<file path="src/rtl/single_hash_bit_filter_macros.svh">
// assertion macros for the single hash bit filter
// used by the modules that carry concurrent checks; needs clk and rst_n in scope
`ifndef SINGLE_HASH_BIT_FILTER_MACROS_SVH
`define SINGLE_HASH_BIT_FILTER_MACROS_SVH

`ifndef SYNTH
// plain property checked every cycle out of reset
`define SHBF_ASSERT(lbl, prop) \
    lbl: assert property (@(posedge clk) disable iff (!rst_n) (prop)) \
        else $error("shbf assertion failed");
// same-cycle implication
`define SHBF_ASSERT_IMP(lbl, ante, cons) \
    lbl: assert property (@(posedge clk) disable iff (!rst_n) (ante) |-> (cons)) \
        else $error("shbf implication failed");
// next-cycle implication
`define SHBF_ASSERT_NXT(lbl, ante, cons) \
    lbl: assert property (@(posedge clk) disable iff (!rst_n) (ante) |=> (cons)) \
        else $error("shbf next-cycle implication failed");
`else
`define SHBF_ASSERT(lbl, prop)
`define SHBF_ASSERT_IMP(lbl, ante, cons)
`define SHBF_ASSERT_NXT(lbl, ante, cons)
`endif

`endif

</file>
<file path="src/rtl/shbf_pkg.sv">
// shared types and constants of the single hash bit filter
// no dependencies
package shbf_pkg;

    localparam int FILTER_BYTES = 131072;
    localparam int ADDR_W       = $clog2(FILTER_BYTES);
    localparam int SIZE_EFF_W   = ADDR_W + 1;
    localparam int MULT_W       = 8;
    localparam int CHAR_W       = 8;
    localparam int BIT_W        = 3;
    localparam int SIZE_W       = 18;
    localparam int PROD_W       = MULT_W + ADDR_W;
    localparam int CNT_W        = $clog2(PROD_W + 1);
    localparam int CFG_IDX_W    = 2;
    localparam int CFG_DATA_W   = 18;

    localparam logic [MULT_W-1:0] BYTE_MULT_RST = 8'd33;
    localparam logic [MULT_W-1:0] BIT_MULT_RST  = 8'd34;
    localparam logic [SIZE_W-1:0] SIZE_RST      = 18'd74383;

    localparam logic [CFG_IDX_W-1:0] CFG_BYTE_MULT = 2'd0;
    localparam logic [CFG_IDX_W-1:0] CFG_BIT_MULT  = 2'd1;
    localparam logic [CFG_IDX_W-1:0] CFG_SIZE      = 2'd2;

    localparam logic [1:0] REQ_INSERT = 2'd0;
    localparam logic [1:0] REQ_QUERY  = 2'd1;

    typedef struct packed {
        logic [1:0]        req_type;
        logic [CHAR_W-1:0] char_code;
        logic              last_char;
    } item_t;

    typedef struct packed {
        logic              present;
        logic [ADDR_W-1:0] byte_index;
        logic [BIT_W-1:0]  bit_index;
    } result_t;

    typedef struct packed {
        logic [MULT_W-1:0]     byte_mult;
        logic [MULT_W-1:0]     bit_mult;
        logic [SIZE_EFF_W-1:0] size;
    } cfg_t;

    typedef enum logic [2:0] {
        S_CLEAR,
        S_IDLE,
        S_MUL,
        S_DIV,
        S_READ,
        S_RMW
    } state_t;

endpackage

</file>
<file path="src/rtl/shbf_rem.sv">
// shift-subtract remainder unit, one dividend bit per cycle
// depends on shbf_pkg and single_hash_bit_filter_macros.svh
`include "single_hash_bit_filter_macros.svh"
module shbf_rem
    import shbf_pkg::*;
(
    input  logic                  clk,
    input  logic                  rst_n,
    input  logic                  start,
    input  logic [PROD_W-1:0]     dividend,
    input  logic [SIZE_EFF_W-1:0] divisor,
    output logic                  busy,
    output logic                  done,
    output logic [ADDR_W-1:0]     remainder
);

    logic [PROD_W-1:0]     dvd_reg;
    logic [SIZE_EFF_W-1:0] div_reg;
    logic [ADDR_W-1:0]     rem_reg;
    logic [CNT_W-1:0]      cnt_reg;
    logic                  busy_reg;
    logic                  done_reg;
    logic [ADDR_W:0]       trial;
    logic                  ge;
    logic [ADDR_W-1:0]     rem_next;

    // running remainder stays below the divisor, so it fits in ADDR_W bits
    always_comb
    begin
        trial    = {rem_reg, dvd_reg[PROD_W-1]};
        ge       = SIZE_EFF_W'(trial) >= div_reg;
        rem_next = ge ? ADDR_W'(SIZE_EFF_W'(trial) - div_reg) : trial[ADDR_W-1:0];
    end

    always_ff @(posedge clk or negedge rst_n)
    begin
        if (!rst_n)
        begin
            busy_reg <= 1'b0;
            done_reg <= 1'b0;
            cnt_reg  <= '0;
        end
        else
        begin
            done_reg <= 1'b0;
            if (start)
            begin
                busy_reg <= 1'b1;
                cnt_reg  <= CNT_W'(PROD_W);
            end
            else if (busy_reg)
            begin
                cnt_reg <= cnt_reg - CNT_W'(1);
                if (cnt_reg == CNT_W'(1))
                begin
                    busy_reg <= 1'b0;
                    done_reg <= 1'b1;
                end
            end
        end
    end

    always_ff @(posedge clk)
    begin
        if (start)
        begin
            dvd_reg <= dividend;
            div_reg <= divisor;
            rem_reg <= '0;
        end
        else if (busy_reg)
        begin
            dvd_reg <= dvd_reg << 1;
            rem_reg <= rem_next;
        end
    end

    assign busy      = busy_reg;
    assign done      = done_reg;
    assign remainder = rem_reg;

    `SHBF_ASSERT_IMP(a_rem_start_idle, start, !busy_reg)
    `SHBF_ASSERT_IMP(a_rem_below_div, done_reg, SIZE_EFF_W'(rem_reg) < div_reg)
    `SHBF_ASSERT_NXT(a_rem_done_pulse, done_reg, !done_reg && !busy_reg)

endmodule

</file>
<file path="config.mk">
export PLATFORM = sky130hd
export DESIGN_NAME = shbf_rem
export DESIGN_NICKNAME = d
export VERILOG_FILES = /design/src/rtl/shbf_pkg.sv /design/src/rtl/shbf_rem.sv
export VERILOG_INCLUDE_DIRS = /design/src /design/src/rtl
export SDC_FILE = /design/constraint.sdc
export NUM_CORES = 1
export LEC_CHECK = 0
export ABC_AREA = 1
export BUFFER_PORTS_ARGS = -buffer_cell sky130_fd_sc_hd__buf_2
export CAP_MARGIN = 20
export CORE_MARGIN = 4
export CORE_UTILIZATION = 50
export CTS_CLUSTER_DIAMETER = 80
export DETAILED_ROUTE_END_ITERATION = 10
export PLACE_DENSITY_LB_ADDON = 0.3
export SYNTH_ARGS = -nofsm -noshare
export SYNTH_HDL_FRONTEND = slang
export SYNTH_SLANG_ARGS = --single-unit
</file>
<file path="constraint.sdc">
create_clock -name clk -period 3.1 [get_ports clk]
set_input_delay 0.31 -clock clk [delete_from_list [all_inputs] [get_ports clk]]
set_output_delay 0.31 -clock clk [all_outputs]
set_load 0.05 [all_outputs]
</file>
==> impl_results.md <==
- Routed wire length: 8070 µm
- Die ar.: 9340 µm²
- Reg2reg end: remainder[0]$_SDFFE_PP0P_
- Worst reg2reg path depth: 12
- TritonCTS clock tree: done
- Place WS: 882 ps
- Total negative slack: 0 ps
- Buf/Inv on CP: 3
- Core ar.: 7690 µm²
- Yosys top cell area share: between 30% and 40%
- Period utilisation layout: between 70% and 80%
- Overall track demand over capacity in global routing: 18.5%
- Initial Util: between 50% and 60%
- Crit-path max FO: 17
- Non-Filler Instances: 695
- Largest net degree at the start of global routing: 44
- Synth Area per Inst: ~7.6 µm²
- HP Class: primary input to register
- Via count: 3282
- Hold Crit Start: divisor[11]
- CTS hold repair buffers: 1
- Ports: 65
- Worst slew pin tran: 1010 ps
- Routed length on met3: 434 µm
- Slew HR: 32.3%
- Area grow syn2layout: 15.8%
- Clock buffer count from CTS: 9
- Die Span Y: 96.7 µm
- Util after Layout: between 50% and 60%
- Final setup viols: 0
- Multi-input logic area: 1720 µm²
- Top-count cell post-synth: nand2_1
- Main synth FF type: edfxtp_1
- Grt ovf: 0
- PostCTS Resize Cnt: 0
- Int Pwr: roughly 0.0015 W
- FF+latch area: approximately 1800 µm²
- Worst-Skew Late Latency: 350 ps
- Comb pwr share: 12.4%
- Leakage: 2.53 nW
- Syn. warnings: 0
- DR iter-0 viols: 85
- Clock sink count: 67
- CP Capture Type: register
- Final hold vios: 0
- Share of cells above drive strength 1: a little under a fifth
- Hpwl dp: 5940 µm
- RSZ-0062 raised after global routing: false
- Worst endpoint required time: around 3400 ps
- Cell area power density: between 400 and 500 nW/µm²
- Synth area leader: edfxtp_1
- Synth cell count leaders: 222 x nand2_1, 87 x inv_1, 43 x edfxtp_1
- Slowest stage cell, crit path: fa_1
- Highest Signal Layer: met4
- Worst Hold Depth: 1
- Distinct cells, synth: 30
- Switching share of power: 26.6%
- Post-route setup slack: about 900 ps
- Row count: 32
- TritonRoute pass-1 iters: 4
- Minimum clock period: 2180 ps
- Fraction of registers with async set/reset: 10.4%
- Clock transition at the registers of the reported paths: 80 ps
- Dominant cells by area after synthesis: edfxtp_1 33%, nand2_1 21%, dfxtp_1 8.7%, inv_1 8.3%, ha_1 6.4%
- H-tree Lvls: 3
- Postcts setup bufs: 0
- M1 WL: 3500 µm
- Crit path max-delay family: simple AND/OR/NAND/NOR gates
- Placer Congestion: slightly below 0.9
- Cells after Synth: 519
- Port bufs: 64
- Register bit total from synthesis: 67
- Die W: 96.7 µm
- Number of max-cap violations: 0
- Critical Path AT: 2430 ps
- Critical Path, Cell by Cell: inv_1 -> ha_1 -> inv_1 -> fa_1 -> nand3_1 -> nand3_2 -> nand2_2 -> inv_2 -> nor2_4 -> nand2_1 -> nand3_1 -> nand2_1
- Routed vias/inst: around 4.7
- DR WL met2: 3990 µm
- Reg power frac: 51.1%
- Switch Pwr: about 0.00054 W
- Post-synthesis sequential area ratio: 46.0%
- First-pass GRT wire length: 14200 µm
- Post-synthesis net count: 586
- Synthesized cell area: 3930 µm²
- Drt drc: 0
- Crit start category: register
- Worst Hold Path EP: div_reg[11]$_DFFE_PP_
- CP peak stage delay: 430 ps
- F_max: 459 MHz
- Layout Skew: 13.7 ps
- Initial antenna violation count: 0
- Worst reg2reg startpoint: dvd_reg[24]$_DFFE_PP_
- Number of global-route vias before repair: 3386
- Filler cell count: between 700 and 800
- ANT nets after route: 0
- Max Root-Sink Buffers: 2
- Peak VDD IR: 0.288 mV
- Root Buffer: clkbuf_8
- Clock share of power: 36.5%
- Status: finished clean
- Final Slew Violations: 0
- Number of flops mapped to enable cells by yosys: between 40 and 50
- Nets@finish: 655
- Setup slack, reg-to-reg: 920 ps
- Placed cell count: 678
- Worst Path Class, Setup: register to register
- Routed WL per cell: 11.6 µm
- Max reg flops: 25
- Antenna cells: 0
worst max path at each step:
stage | cells past startpoint | end | from | slack, ps
floorplan | 10 | remainder[0]$_SDFFE_PP0P_ | remainder[14]$_SDFFE_PP0P_ | 1010
global placement | 12 | remainder[11]$_SDFFE_PP0P_ | dvd_reg[24]$_DFFE_PP_ | 1000
detailed placement | 12 | remainder[0]$_SDFFE_PP0P_ | dvd_reg[24]$_DFFE_PP_ | 880
CTS | 12 | remainder[0]$_SDFFE_PP0P_ | dvd_reg[24]$_DFFE_PP_ | 870
global route | 12 | remainder[3]$_SDFFE_PP0P_ | dvd_reg[24]$_DFFE_PP_ | 700
finish | 12 | remainder[0]$_SDFFE_PP0P_ | dvd_reg[24]$_DFFE_PP_ | 920
cell usage in the layout (no fill, tap or decap), types with 2 or more instances in the layout:
| cell | count |
|---|---|
| nand2_1 | 222 |
| inv_1 | 87 |
| buf_2 | 64 |
| edfxtp_1 | 43 |
| nand3_1 | 35 |
| ha_1 | 20 |
| nor2_1 | 18 |
| dfxtp_1 | 17 |
| a21oi_1 | 11 |
| clkbuf_8 | 9 |
| xnor2_1 | 8 |
| nand2_2 | 7 |
| dfrtp_1 | 7 |
| nor2_2 | 6 |
| o21ai_0 | 6 |
| inv_2 | 4 |
| clkinv_1 | 3 |
| nand3_2 | 3 |
| nor3_1 | 3 |
| inv_6 | 3 |
| nand4_1 | 2 |
| nor2_4 | 2 |
| clkinvlp_4 | 2 |
| buf_4 | 2 |
routing by layer:
layer | track usage, % | vias to the layer above
li1 | - | 1739
met1 | 20.4 | 1462
met2 | 32.7 | 70
met3 | 5.12 | 11
met4 | 8.53 | 0
met5 | 0 | -
cell families after synthesis:
logic type                 Yosys count  share of synthesized area [%]
adders and majority gates           21                           6.88
and+or+nand+nor                    301                           32.4
AOI/OAI and AO/OA                   20                           2.83
xor gates and xnor gates             8                           1.78
DFF                                 67                           46.0
buffers and inverters              102                           10.2
power by group through the flow:
stage          combinational, W  sequential (W)  clock (W)
3_3_place_gp           0.000247         0.00105          0
2_1_floorplan          0.000166         0.00106          0
6_report               0.000251         0.00104   0.000738
3_5_place_dp           0.000253         0.00106          0
5_1_grt                0.000292         0.00104   0.000794
4_1_cts                0.000255         0.00104   0.000758
through the flow:
step / cell area [µm²] / total power (W) / hold WS (ps)
6_report: 4550 / 0.00202 / 127
5_1_grt: 4550 / 0.00213 / 117
4_1_cts: 4550 / 0.00205 / 113
3_5_place_dp: 4340 / 0.00131 / 155
3_3_place_gp: 4340 / 0.00130 / 151
2_1_floorplan: 3930 / 0.00123 / 14.4
layout make-up:
class                      count  share of cell area [%]
clock buffer                   9                    2.72
clock inverter                 7                    1.65
inverter                      93                    7.67
multi-input combinational    350                    37.9
sequential                    67                    39.7
tap                          102                    2.80
timing repair buffer          67                    7.59
Power figures use the tool's default switching activity.
