===== src/rtl/single_hash_bit_filter_macros.svh =====
// assertion macros for the single hash bit filter
// used by the modules that carry concurrent checks; needs clk and rst_n in scope
`ifndef SINGLE_HASH_BIT_FILTER_MACROS_SVH
`define SINGLE_HASH_BIT_FILTER_MACROS_SVH

`ifndef SYNTH
// plain property checked every cycle out of reset
`define SHBF_ASSERT(lbl, prop) \
    lbl: assert property (@(posedge clk) disable iff (!rst_n) (prop)) \
        else $error("shbf assertion failed");
// same-cycle implication
`define SHBF_ASSERT_IMP(lbl, ante, cons) \
    lbl: assert property (@(posedge clk) disable iff (!rst_n) (ante) |-> (cons)) \
        else $error("shbf implication failed");
// next-cycle implication
`define SHBF_ASSERT_NXT(lbl, ante, cons) \
    lbl: assert property (@(posedge clk) disable iff (!rst_n) (ante) |=> (cons)) \
        else $error("shbf next-cycle implication failed");
`else
`define SHBF_ASSERT(lbl, prop)
`define SHBF_ASSERT_IMP(lbl, ante, cons)
`define SHBF_ASSERT_NXT(lbl, ante, cons)
`endif

`endif


===== src/rtl/shbf_pkg.sv =====
// shared types and constants of the single hash bit filter
// no dependencies
package shbf_pkg;

    localparam int FILTER_BYTES = 131072;
    localparam int ADDR_W       = $clog2(FILTER_BYTES);
    localparam int SIZE_EFF_W   = ADDR_W + 1;
    localparam int MULT_W       = 8;
    localparam int CHAR_W       = 8;
    localparam int BIT_W        = 3;
    localparam int SIZE_W       = 18;
    localparam int PROD_W       = MULT_W + ADDR_W;
    localparam int CNT_W        = $clog2(PROD_W + 1);
    localparam int CFG_IDX_W    = 2;
    localparam int CFG_DATA_W   = 18;

    localparam logic [MULT_W-1:0] BYTE_MULT_RST = 8'd33;
    localparam logic [MULT_W-1:0] BIT_MULT_RST  = 8'd34;
    localparam logic [SIZE_W-1:0] SIZE_RST      = 18'd74383;

    localparam logic [CFG_IDX_W-1:0] CFG_BYTE_MULT = 2'd0;
    localparam logic [CFG_IDX_W-1:0] CFG_BIT_MULT  = 2'd1;
    localparam logic [CFG_IDX_W-1:0] CFG_SIZE      = 2'd2;

    localparam logic [1:0] REQ_INSERT = 2'd0;
    localparam logic [1:0] REQ_QUERY  = 2'd1;

    typedef struct packed {
        logic [1:0]        req_type;
        logic [CHAR_W-1:0] char_code;
        logic              last_char;
    } item_t;

    typedef struct packed {
        logic              present;
        logic [ADDR_W-1:0] byte_index;
        logic [BIT_W-1:0]  bit_index;
    } result_t;

    typedef struct packed {
        logic [MULT_W-1:0]     byte_mult;
        logic [MULT_W-1:0]     bit_mult;
        logic [SIZE_EFF_W-1:0] size;
    } cfg_t;

    typedef enum logic [2:0] {
        S_CLEAR,
        S_IDLE,
        S_MUL,
        S_DIV,
        S_READ,
        S_RMW
    } state_t;

endpackage


===== src/rtl/shbf_cfg.sv =====
// configuration registers and effective filter size
// depends on shbf_pkg
module shbf_cfg
    import shbf_pkg::*;
(
    input  logic                  clk,
    input  logic                  rst_n,
    input  logic                  cfg_valid,
    output logic                  cfg_ready,
    input  logic [CFG_IDX_W-1:0]  cfg_index,
    input  logic [CFG_DATA_W-1:0] cfg_data,
    output cfg_t                  cfg
);

    logic [MULT_W-1:0] byte_mult_reg;
    logic [MULT_W-1:0] bit_mult_reg;
    logic [SIZE_W-1:0] size_reg;

    assign cfg_ready = 1'b1;

    always_ff @(posedge clk or negedge rst_n)
    begin
        if (!rst_n)
        begin
            byte_mult_reg <= BYTE_MULT_RST;
            bit_mult_reg  <= BIT_MULT_RST;
            size_reg      <= SIZE_RST;
        end
        else if (cfg_valid && cfg_ready)
        begin
            unique case (cfg_index)
                CFG_BYTE_MULT: byte_mult_reg <= cfg_data[MULT_W-1:0];
                CFG_BIT_MULT:  bit_mult_reg  <= cfg_data[MULT_W-1:0];
                CFG_SIZE:      size_reg      <= cfg_data[SIZE_W-1:0];
                default:       ;
            endcase
        end
    end

    // zero acts as one, oversize saturates to the memory depth
    always_comb
    begin
        cfg.byte_mult = byte_mult_reg;
        cfg.bit_mult  = bit_mult_reg;
        if (size_reg == '0)
            cfg.size = SIZE_EFF_W'(1);
        else if (32'(size_reg) > 32'(FILTER_BYTES))
            cfg.size = SIZE_EFF_W'(FILTER_BYTES);
        else
            cfg.size = SIZE_EFF_W'(size_reg);
    end

endmodule


===== config.mk =====
export PLATFORM = sky130hd
export DESIGN_NAME = shbf_cfg
export DESIGN_NICKNAME = d
export VERILOG_FILES = /design/src/rtl/single_hash_bit_filter_macros.svh /design/src/rtl/shbf_pkg.sv /design/src/rtl/shbf_cfg.sv
export SDC_FILE = /design/constraint.sdc
export NUM_CORES = 1
export LEC_CHECK = 0
export ABC_AREA = 1
export BUFFER_PORTS_ARGS = -buffer_cell sky130_fd_sc_hd__buf_2
export CAP_MARGIN = 15
export CORE_MARGIN = 5
export CORE_UTILIZATION = 50
export CTS_BUF_LIST = sky130_fd_sc_hd__clkbuf_2 sky130_fd_sc_hd__clkbuf_4 sky130_fd_sc_hd__clkbuf_8
export CTS_CLUSTER_SIZE = 12
export DETAILED_ROUTE_END_ITERATION = 6
export GPL_TIMING_DRIVEN = 0
export PLACE_DENSITY = 0.88
export SYNTH_ARGS = -nofsm -noshare
export SYNTH_HDL_FRONTEND = slang
export SYNTH_SLANG_ARGS = --single-unit
export TNS_END_PERCENT = 1

===== constraint.sdc =====
create_clock -name clk -period 1.9 [get_ports clk]
set_input_delay 0.57 -clock clk [delete_from_list [all_inputs] [get_ports clk]]
set_output_delay 0.57 -clock clk [all_outputs]
set_load 0.05 [all_outputs]

==> impl_metrics.ini, run 1 <==
[status]
status = complete, but fails checks
violations = setup timing

[synth]
synthTopCellsByCount = nand2_1, o21ai_0, dfrtp_1
synthesis.area_sq_um = 1560
synth_top_area_share_pct = 35.3
synthArstFlopShare_pct = 100
synth_seq_area_share_pct = 55.4
ys_types = 22
synth_area_leaders = dfrtp_1, dfstp_2, o21ai_0
synth_ff_type = dfrtp_1
synth_fp_nets = 182
synth_edf_count = 0
ys_warn_count = 0
syn_area_per_cell_sq_um = 9.82
yosys_register_bits = 34
yosysMostFrequentCell = nand2_1
synthesis.instances = 159
synth_top_area_cell = dfrtp_1

[global_route]
antenna_found_initial = 0
grt-ovfl-total = 0
grt.total_usage_pct = 19.9
grt_pass1_vias = 1387
grt_pass1_wl_microns = 6470
grt_start_max_net_pins = 35

[finish]
diodes = 0
nNetsFinal = 250
drive_gt1_share_pct = 53.9
area_growth_syn_to_layout_pct = 42.4
largest_reg_flops = 18
finalInstanceArea_sq_um = 2220

[timing]
min_period_ns = 2.36
timing.final.ws_setup_ns = -0.460
rsz0062_at_grt = true
whs_ns = 0.285
fin_crit_sh_pct = 124
hold_viol_final = 0
maxSlewViolCount = 0
finalSetupViolations = 16
max_slew.worst_pin.slew_ns = 0.723
max_slew_margin_pct = 51.8
fmax_mhz = 424
fin_skew_ns = 0

[placement]
dpl-instance-area_sq_um = 1920
portBuffers = 56
place_hpwl_microns = 2640
place_congestion = 0.791

[cts]
cts_tree = built
cts.path.max_buffers = 2
htreeDepth = 2
clockRootBuffer = clkbuf_4
clkTransAtPathRegs_ns = 0.10
cts_sinks = 34
clk_latency_ns = 0.33
cts_inserted_buffers = 5

[critical_path]
start_kind = register
critPathMaxFanout = 6
required_ns = 1.33
end_kind = output port
critPathKind = register to output port
arrival_ns = 1.79

[job]
cap_violations = 0

[routing]
wl_per_cell_microns = 14.5
vias_per_cell = 4.97
drt_iter0_markers = 49
drtAntennaViolNets = 0
vias = 1353
finalWirelength_microns = 3930
drc = 0
firstDrtPassIters = 4

[floorplan]
core_area_sq_um = 3030
num_io_pins = 58
num_rows = 20
fp.dieArea_sq_um = 4340
fp.dieH_microns = 65.9
die_x_microns = 65.9
initial_utilization_pct = 51.6

[power]
p_leak_uw = 0.00110
p_per_area_nw_per_um2 = 1100
finalPower_uw = 2440
peakVddDrop_uv = 569

[hold_path]
hold_path.class = primary input to asynchronous set/reset pin
kinds of logic (layout without fill, tap and decap cells):
family / Yosys count / after routing / synth area share, %
AOI/OAI and AO/OA: 40 / 40 / 16.2
buffers and inverters: 22 / 91 / 6.65
DFF: 34 / 34 / 55.4
muxes: 9 / 9 / 6.97
other: 1 / 1 / 0.240
and+or+nand+nor: 53 / 53 / 14.5
metal layers:
metal	track usage, %	wire length, microns	vias up
met5	0	0	-
met4	4.66	32	0
met3	6.80	284	5
met2	33.2	1970	56
met1	24.7	1640	641
li1	-	-	651
report_power, final:
group / total [uW] / switching (uW) / leakage [uW] / internal [uW]
logic: 1050 / 697 / 0.000667 / 356
registers: 968 / 91.6 / 0.000396 / 876
clock network: 423 / 229 / 0.0000387 / 193
total: 2440 / 1020 / 0.00110 / 1430
worst paths after layout:
kind | start | end | slack (ns) | cells past startpoint
min in group clk | cfg_data[9] | size_reg[9] | 0.46 | 2
max | size_reg[10] | cfg[2] | -0.46 | 7
min | rst_n | size_reg[11] | 0.28 | 1
min reg2reg | bit_mult_reg[3] | bit_mult_reg[3] | 0.49 | 2
max reg2reg | size_reg[17] | size_reg[17] | 0.93 | 2
max in group asynchronous | rst_n | bit_mult_reg[3] | 1.16 | 1
timing repair:
item | 4_1_cts | 5_1_grt
cloned | 1 | 0
gates resized for setup | 47 | 12
buffers inserted | 2 | 2
hold buffers | 0 | 0
pin swaps | 6 | 2
setup endpoints to repair | 18 | 18
stage by stage:
stage,utilization (%),TNS [ns],setup slack [ns],cells
after global placement,63.4,-1.09,-0.132,259
after floorplan,-,-2.16,-0.208,159
after CTS,71.8,-5.84,-0.388,270
final,73.4,-6.91,-0.460,272
after global routing,73.4,-8.42,-0.545,272
after detailed placement,63.4,-1.42,-0.153,259
layout make-up:
class / instances / area, sq um
flip-flops and latches: 34 / 866
well taps: 44 / 55.1
clock buffers: 7 / 58.8
clock inverters: 1 / 5.00
inverters: 13 / 48.8
repair buffers: 61 / 450
plain buffers: 9 / 66.3
fillers: 221 / 805
multi-input cells: 103 / 673
worst max-delay path: stages, from the launching register on:
cell,delay (ns)
dfrtp_1,0.43
nor2_2,0.15
nand2_2,0.09
nor2_4,0.15
nand3_4,0.13
buf_6,0.17
a21boi_2,0.15
buf_6,0.18
layout by cell type, fill, tap and decap left out, drive strengths merged:
cell and n:
a21boi 15, nand3 3, dfrtp 22, buf 67, nand2 33, nor2 16
nor3 1, dfstp 12, clkbuf 10, inv 13, o21ai 24, mux2 9
a21oi 1, conb 1, clkinv 1
Power figures use the tool's default switching activity.
==> run 2: changes to the inputs <==
Settings changed: PLACE_DENSITY 0.88 to 0.81, RECOVER_POWER set to 100.
==> run 2 against run 1 <==
  * Die area unchanged
  * The flow still finishes with violations (setup timing)
  * Sequential power decreased by 1%
  * Sequential share of layout area increased by 2.7 points
  * Non-clock buffer count decreased by 3
  * Combinational power decreased by 7%
  * Total power decreased by 3.5%
  * Clock-buffer cell count unchanged
  * Largest cell class unchanged
  * Hold slack improved by 0.020 ns
  * Clock skew unchanged
  * Critical path type unchanged
==> impl_metrics.ini, run 2 (synthesis gave the netlist of run 1 again) <==
[status]
status = complete, but fails checks
violations = setup timing

[timing]
max_slew_margin_pct = 45.0
min_period_ns = 2.32
fin_crit_sh_pct = 122
fin_setup_tns_ns = -5.72
maxSlewViolCount = 0
max_slew.worst_pin.slew_ns = 0.825
fmax_mhz = 431
hold_viol_final = 0
whs_ns = 0.304
finalSetupViolations = 16
fin_skew_ns = 0
timing.final.ws_setup_ns = -0.422
rsz0062_at_grt = true

[global_route]
grt.total_usage_pct = 18.1
grt_start_max_net_pins = 35
grt-ovfl-total = 0
antenna_found_initial = 0
grt_pass1_vias = 1299
grt_pass1_wl_microns = 5910

[job]
cap_violations = 0

[routing]
wl_per_cell_microns = 13.1
drtAntennaViolNets = 0
vias = 1284
vias_per_cell = 4.77
firstDrtPassIters = 4
drt_iter0_markers = 20
finalWirelength_microns = 3520
drc = 0

[power]
peakVddDrop_uv = 685
p_per_area_nw_per_um2 = 1140
internal_power_uw = 1370
finalPower_uw = 2360
power_switching_uw = 983
p_comb_share_pct = 41.3
p_clk_share_pct = 18.2
netSwitchingFraction_pct = 41.7
p_seq_share_pct = 40.5
p_leak_uw = 0.00102

[critical_path]
reg2reg_from = size_reg[17]
arrival_ns = 1.75
reg2reg_depth = 2
start_kind = register
required_ns = 1.33
critPathKind = register to output port
end_kind = output port
r2r_end = size_reg[17]
r2r_setup_slack_ns = 0.95
startpoint = size_reg[12]
critPathMaxFanout = 10

[finish]
multi_input_area_sq_um = 618
finalInstanceArea_sq_um = 2080
final_cell_mix = nand2_1, o21ai_0, dfrtp_1
largest_reg_flops = 18
regArea_sq_um = 866
drive_gt1_share_pct = 43.6
fin_cells = 269
n_fill_cell = 246
nNetsFinal = 247
layout_commonest_cell = nand2_1
area_growth_syn_to_layout_pct = 33.0
diodes = 0

[floorplan]
num_rows = 20
fp.dieH_microns = 65.9
num_io_pins = 58
fp.dieArea_sq_um = 4340
core_area_sq_um = 3030
die_x_microns = 65.9
initial_utilization_pct = 51.6

[placement]
dpl-instance-area_sq_um = 1920
post-place-cells = 259
place_congestion = 0.757
portBuffers = 56
place_hpwl_microns = 2590

[cts]
clk_latency_ns = 0.33
htreeDepth = 2
cts_inserted_buffers = 5
hold_buffers = 0
clockRootBuffer = clkbuf_4
cts_sinks = 34
clkTransAtPathRegs_ns = 0.11
cts.path.max_buffers = 2
cts_tree = built

[hold_path]
hold_path.class = primary input to asynchronous set/reset pin
run 2: cell count changes in the layout (fill, tap and decap cells not counted), sizes merged:
cell    previous run  this run
clkbuf            10        30
buf               67        44
run 2: worst max path at each step:
stage               to  slack, ns  depth (start not counted)
4_1_cts         cfg[4]      -0.44                          7
2_1_floorplan  cfg[14]      -0.21                          5
6_report        cfg[4]      -0.42                          7
3_5_place_dp    cfg[4]      -0.14                          7
5_1_grt        cfg[10]      -0.53                          7
3_3_place_gp    cfg[4]      -0.13                          7
run 2: routing by layer:
| metal | vias up | global-route usage, % | wire length, microns |
|---|---|---|---|
| li1 | 649 | - | - |
| met1 | 584 | 23.3 | 1560 |
| met2 | 45 | 28.8 | 1660 |
| met3 | 6 | 5.61 | 254 |
| met4 | 0 | 6.22 | 47 |
| met5 | - | 0 | 0 |
run 2: final cells by class:
| class | instances | share of cell area [%] |
|---|---|---|
| well taps | 44 | 2.65 |
| plain buffers | 9 | 2.59 |
| inverters | 13 | 2.35 |
| flip-flops and latches | 34 | 41.7 |
| repair buffers | 58 | 17.9 |
| multi-input cells | 103 | 29.8 |
| clock inverters | 1 | 0.241 |
| clock buffers | 7 | 2.83 |
run 2: power by group through the flow:
stage	Clock, uW	Sequential [uW]	Combinational [uW]
after detailed placement	0	966	897
after floorplan	0	1150	499
after CTS	451	955	981
final	429	956	974
after global placement	0	962	882
after global routing	483	973	1040
run 2: per-stage QoR:
step,util (%),setup WS [ns]
final,68.6,-0.422
after global routing,68.6,-0.525
after CTS,68.9,-0.438
after detailed placement,63.4,-0.141
after global placement,63.4,-0.133
after floorplan,-,-0.208
run 2: worst max-delay path: stages (launching register included):
cell and delay, ns:
dfrtp_1 0.41, nor2_1 0.14, nand2_1 0.10, nor2_4 0.14, nand3_4 0.12, buf_8 0.18
a21boi_2 0.16, buf_6 0.18
run 2: repair_timing:
action                                  CTS  global route
endpoints found under the setup margin   18            18
resized for setup                        34             5
pin swaps                                 1             1
endpoints found under the hold margin     0             0
setup buffers                             0             2
==> run 3: changes to the inputs <==
Settings changed: CELL_PAD_IN_SITES_DETAIL_PLACEMENT set to 1, CELL_PAD_IN_SITES_GLOBAL_PLACEMENT set to 1, CORE_UTILIZATION 50 to 37, PLACE_DENSITY 0.81 to unset, PLACE_DENSITY_LB_ADDON set to 0.1.
==> run 3 against run 2 <==
  * The flow still finishes with violations (setup timing)
  * Largest power group unchanged
  * Global-route usage increased by 0.56 points
  * Die area increased by 29%
  * Sequential share of layout area decreased by 3.5 points
  * Highest routed layer unchanged
  * Fmax increased by 1.8%
  * Combinational power increased by 9%
==> impl_metrics.ini, run 3 (synthesis gave the netlist of run 1 again) <==
[critical_path]
cpPeakStageDelay_ns = 0.41
arrival_ns = 1.71
cpMaxStageDelayCell = dfrtp_1
start_kind = register
critPathKind = register to output port
path_buf_inv = 2
end_kind = output port
required_ns = 1.33
critPathMaxFanout = 5
cp_top_family = simple AND/OR/NAND/NOR gates
crit_path_cell_trace = nor2_2, nand2_2, nor2_4, nand3_4, buf_8, a21boi_2, buf_6

[floorplan]
num_io_pins = 58
num_rows = 23
fp.dieArea_sq_um = 5620
core_area_sq_um = 4060
die_x_microns = 75.0
fp.dieH_microns = 75.0
initial_utilization_pct = 38.5

[routing]
wl_per_cell_microns = 16.7
drc = 0
vias_per_cell = 4.89
vias = 1390
finalWirelength_microns = 4740
drt_iter0_markers = 42
firstDrtPassIters = 4
drtAntennaViolNets = 0

[timing]
fin_skew_ns = 0
max_slew_margin_pct = 43.0
min_period_ns = 2.28
fmax_mhz = 438
rsz0062_at_grt = true
fin_crit_sh_pct = 120
timing.final.ws_setup_ns = -0.382
maxSlewViolCount = 0
finalSetupViolations = 16
hold_viol_final = 0
max_slew.worst_pin.slew_ns = 0.854

[finish]
area_growth_syn_to_layout_pct = 45.0
nNetsFinal = 256
drive_gt1_share_pct = 46.2
regArea_sq_um = 866
n_fill_cell = 467
final_cell_mix = nand2_1, o21ai_0, dfrtp_1
finalInstanceArea_sq_um = 2260
layout_commonest_cell = nand2_1
multi_input_area_sq_um = 673
largest_reg_flops = 18
diodes = 0

[placement]
preCtsSetupSlack_ns = -0.220
place_congestion = 0.751
place_hpwl_microns = 3260
dpl-instance-area_sq_um = 1930
portBuffers = 56

[global_route]
grt-ovfl-total = 0
grt_pass1_wl_microns = 7640
globalRouteMet1Util_pct = 19.6
antenna_found_initial = 0
use_met2_pct = 34.5
busiest_layer = met2
use_met3_pct = 5.21
grt_pass1_vias = 1564
grt_start_max_net_pins = 35
grt.total_usage_pct = 18.7

[cts]
clk_latency_ns = 0.28
cts_tree = built
clockRootBuffer = clkbuf_8
htreeDepth = 2
cts.path.max_buffers = 2
cts_sinks = 34
cts_inserted_buffers = 5
clkTransAtPathRegs_ns = 0.07
hold_buffers = 0

[status]
violations = setup timing
status = complete, but fails checks

[job]
cap_violations = 0

[power]
p_per_area_nw_per_um2 = 1150
peakVddDrop_uv = 570
p_leak_uw = 0.00109

[hold_path]
hold_path.class = primary input to asynchronous set/reset pin
==> run 3: path summary, 6_finish.rpt <==
check / cells past startpoint / end / from / slack, ns
max: 7 / cfg[7] / size_reg[12] / -0.38
min: 1 / size_reg[17] / rst_n / 0.38
max reg2reg: 2 / size_reg[17] / size_reg[17] / 0.90
min reg2reg: 2 / bit_mult_reg[4] / bit_mult_reg[4] / 0.49
max in group asynchronous: 1 / bit_mult_reg[2] / rst_n / 0.98
min in group clk: 2 / bit_mult_reg[4] / bit_mult_reg[4] / 0.49
==> run 3: layer usage <==
layer,vias to the layer above,routed length [microns]
li1,659,-
met1,676,1720
met2,45,2580
met3,10,317
met4,0,124
met5,-,0
==> run 3: cell type report <==
class | instances | area share (%)
plain buffers | 9 | 2.38
clock buffers | 7 | 3.98
clock inverters | 1 | 0.221
inverters | 13 | 2.15
multi-input cells | 103 | 29.7
flip-flops and latches | 34 | 38.2
well taps | 50 | 2.76
repair buffers | 67 | 20.6
==> run 3: timing repair <==
item	4_1_cts	5_1_grt
resized for setup	43	9
cloned	1	0
setup endpoints to repair	18	16
setup buffers	8	2
hold endpoints to repair	0	0
pin swaps	6	3
==> run 3: power by group <==
part	switching [uW]	internal, uW	total, uW
combinational	716	349	1060
sequential	91.1	878	969
clock	256	306	563
==> run 3: worst register-to-register path, stage by stage (launching register included) <==
cell	delay (ns)
dfrtp_1	0.37
clkbuf_2	0.21
mux2_2	0.30
==> run 3: stage by stage <==
step	utilization, %	std cells	setup TNS, ns	total power (uW)	hold slack, ns
after floorplan	-	159	-2.16	1650	0.274
after global placement	47.5	265	-1.49	1860	0.468
after detailed placement	47.5	265	-2.15	1890	0.472
after CTS	55.5	282	-5.57	2590	0.375
after global routing	55.8	284	-7.15	2730	0.452
final	55.8	284	-5.78	2600	0.385
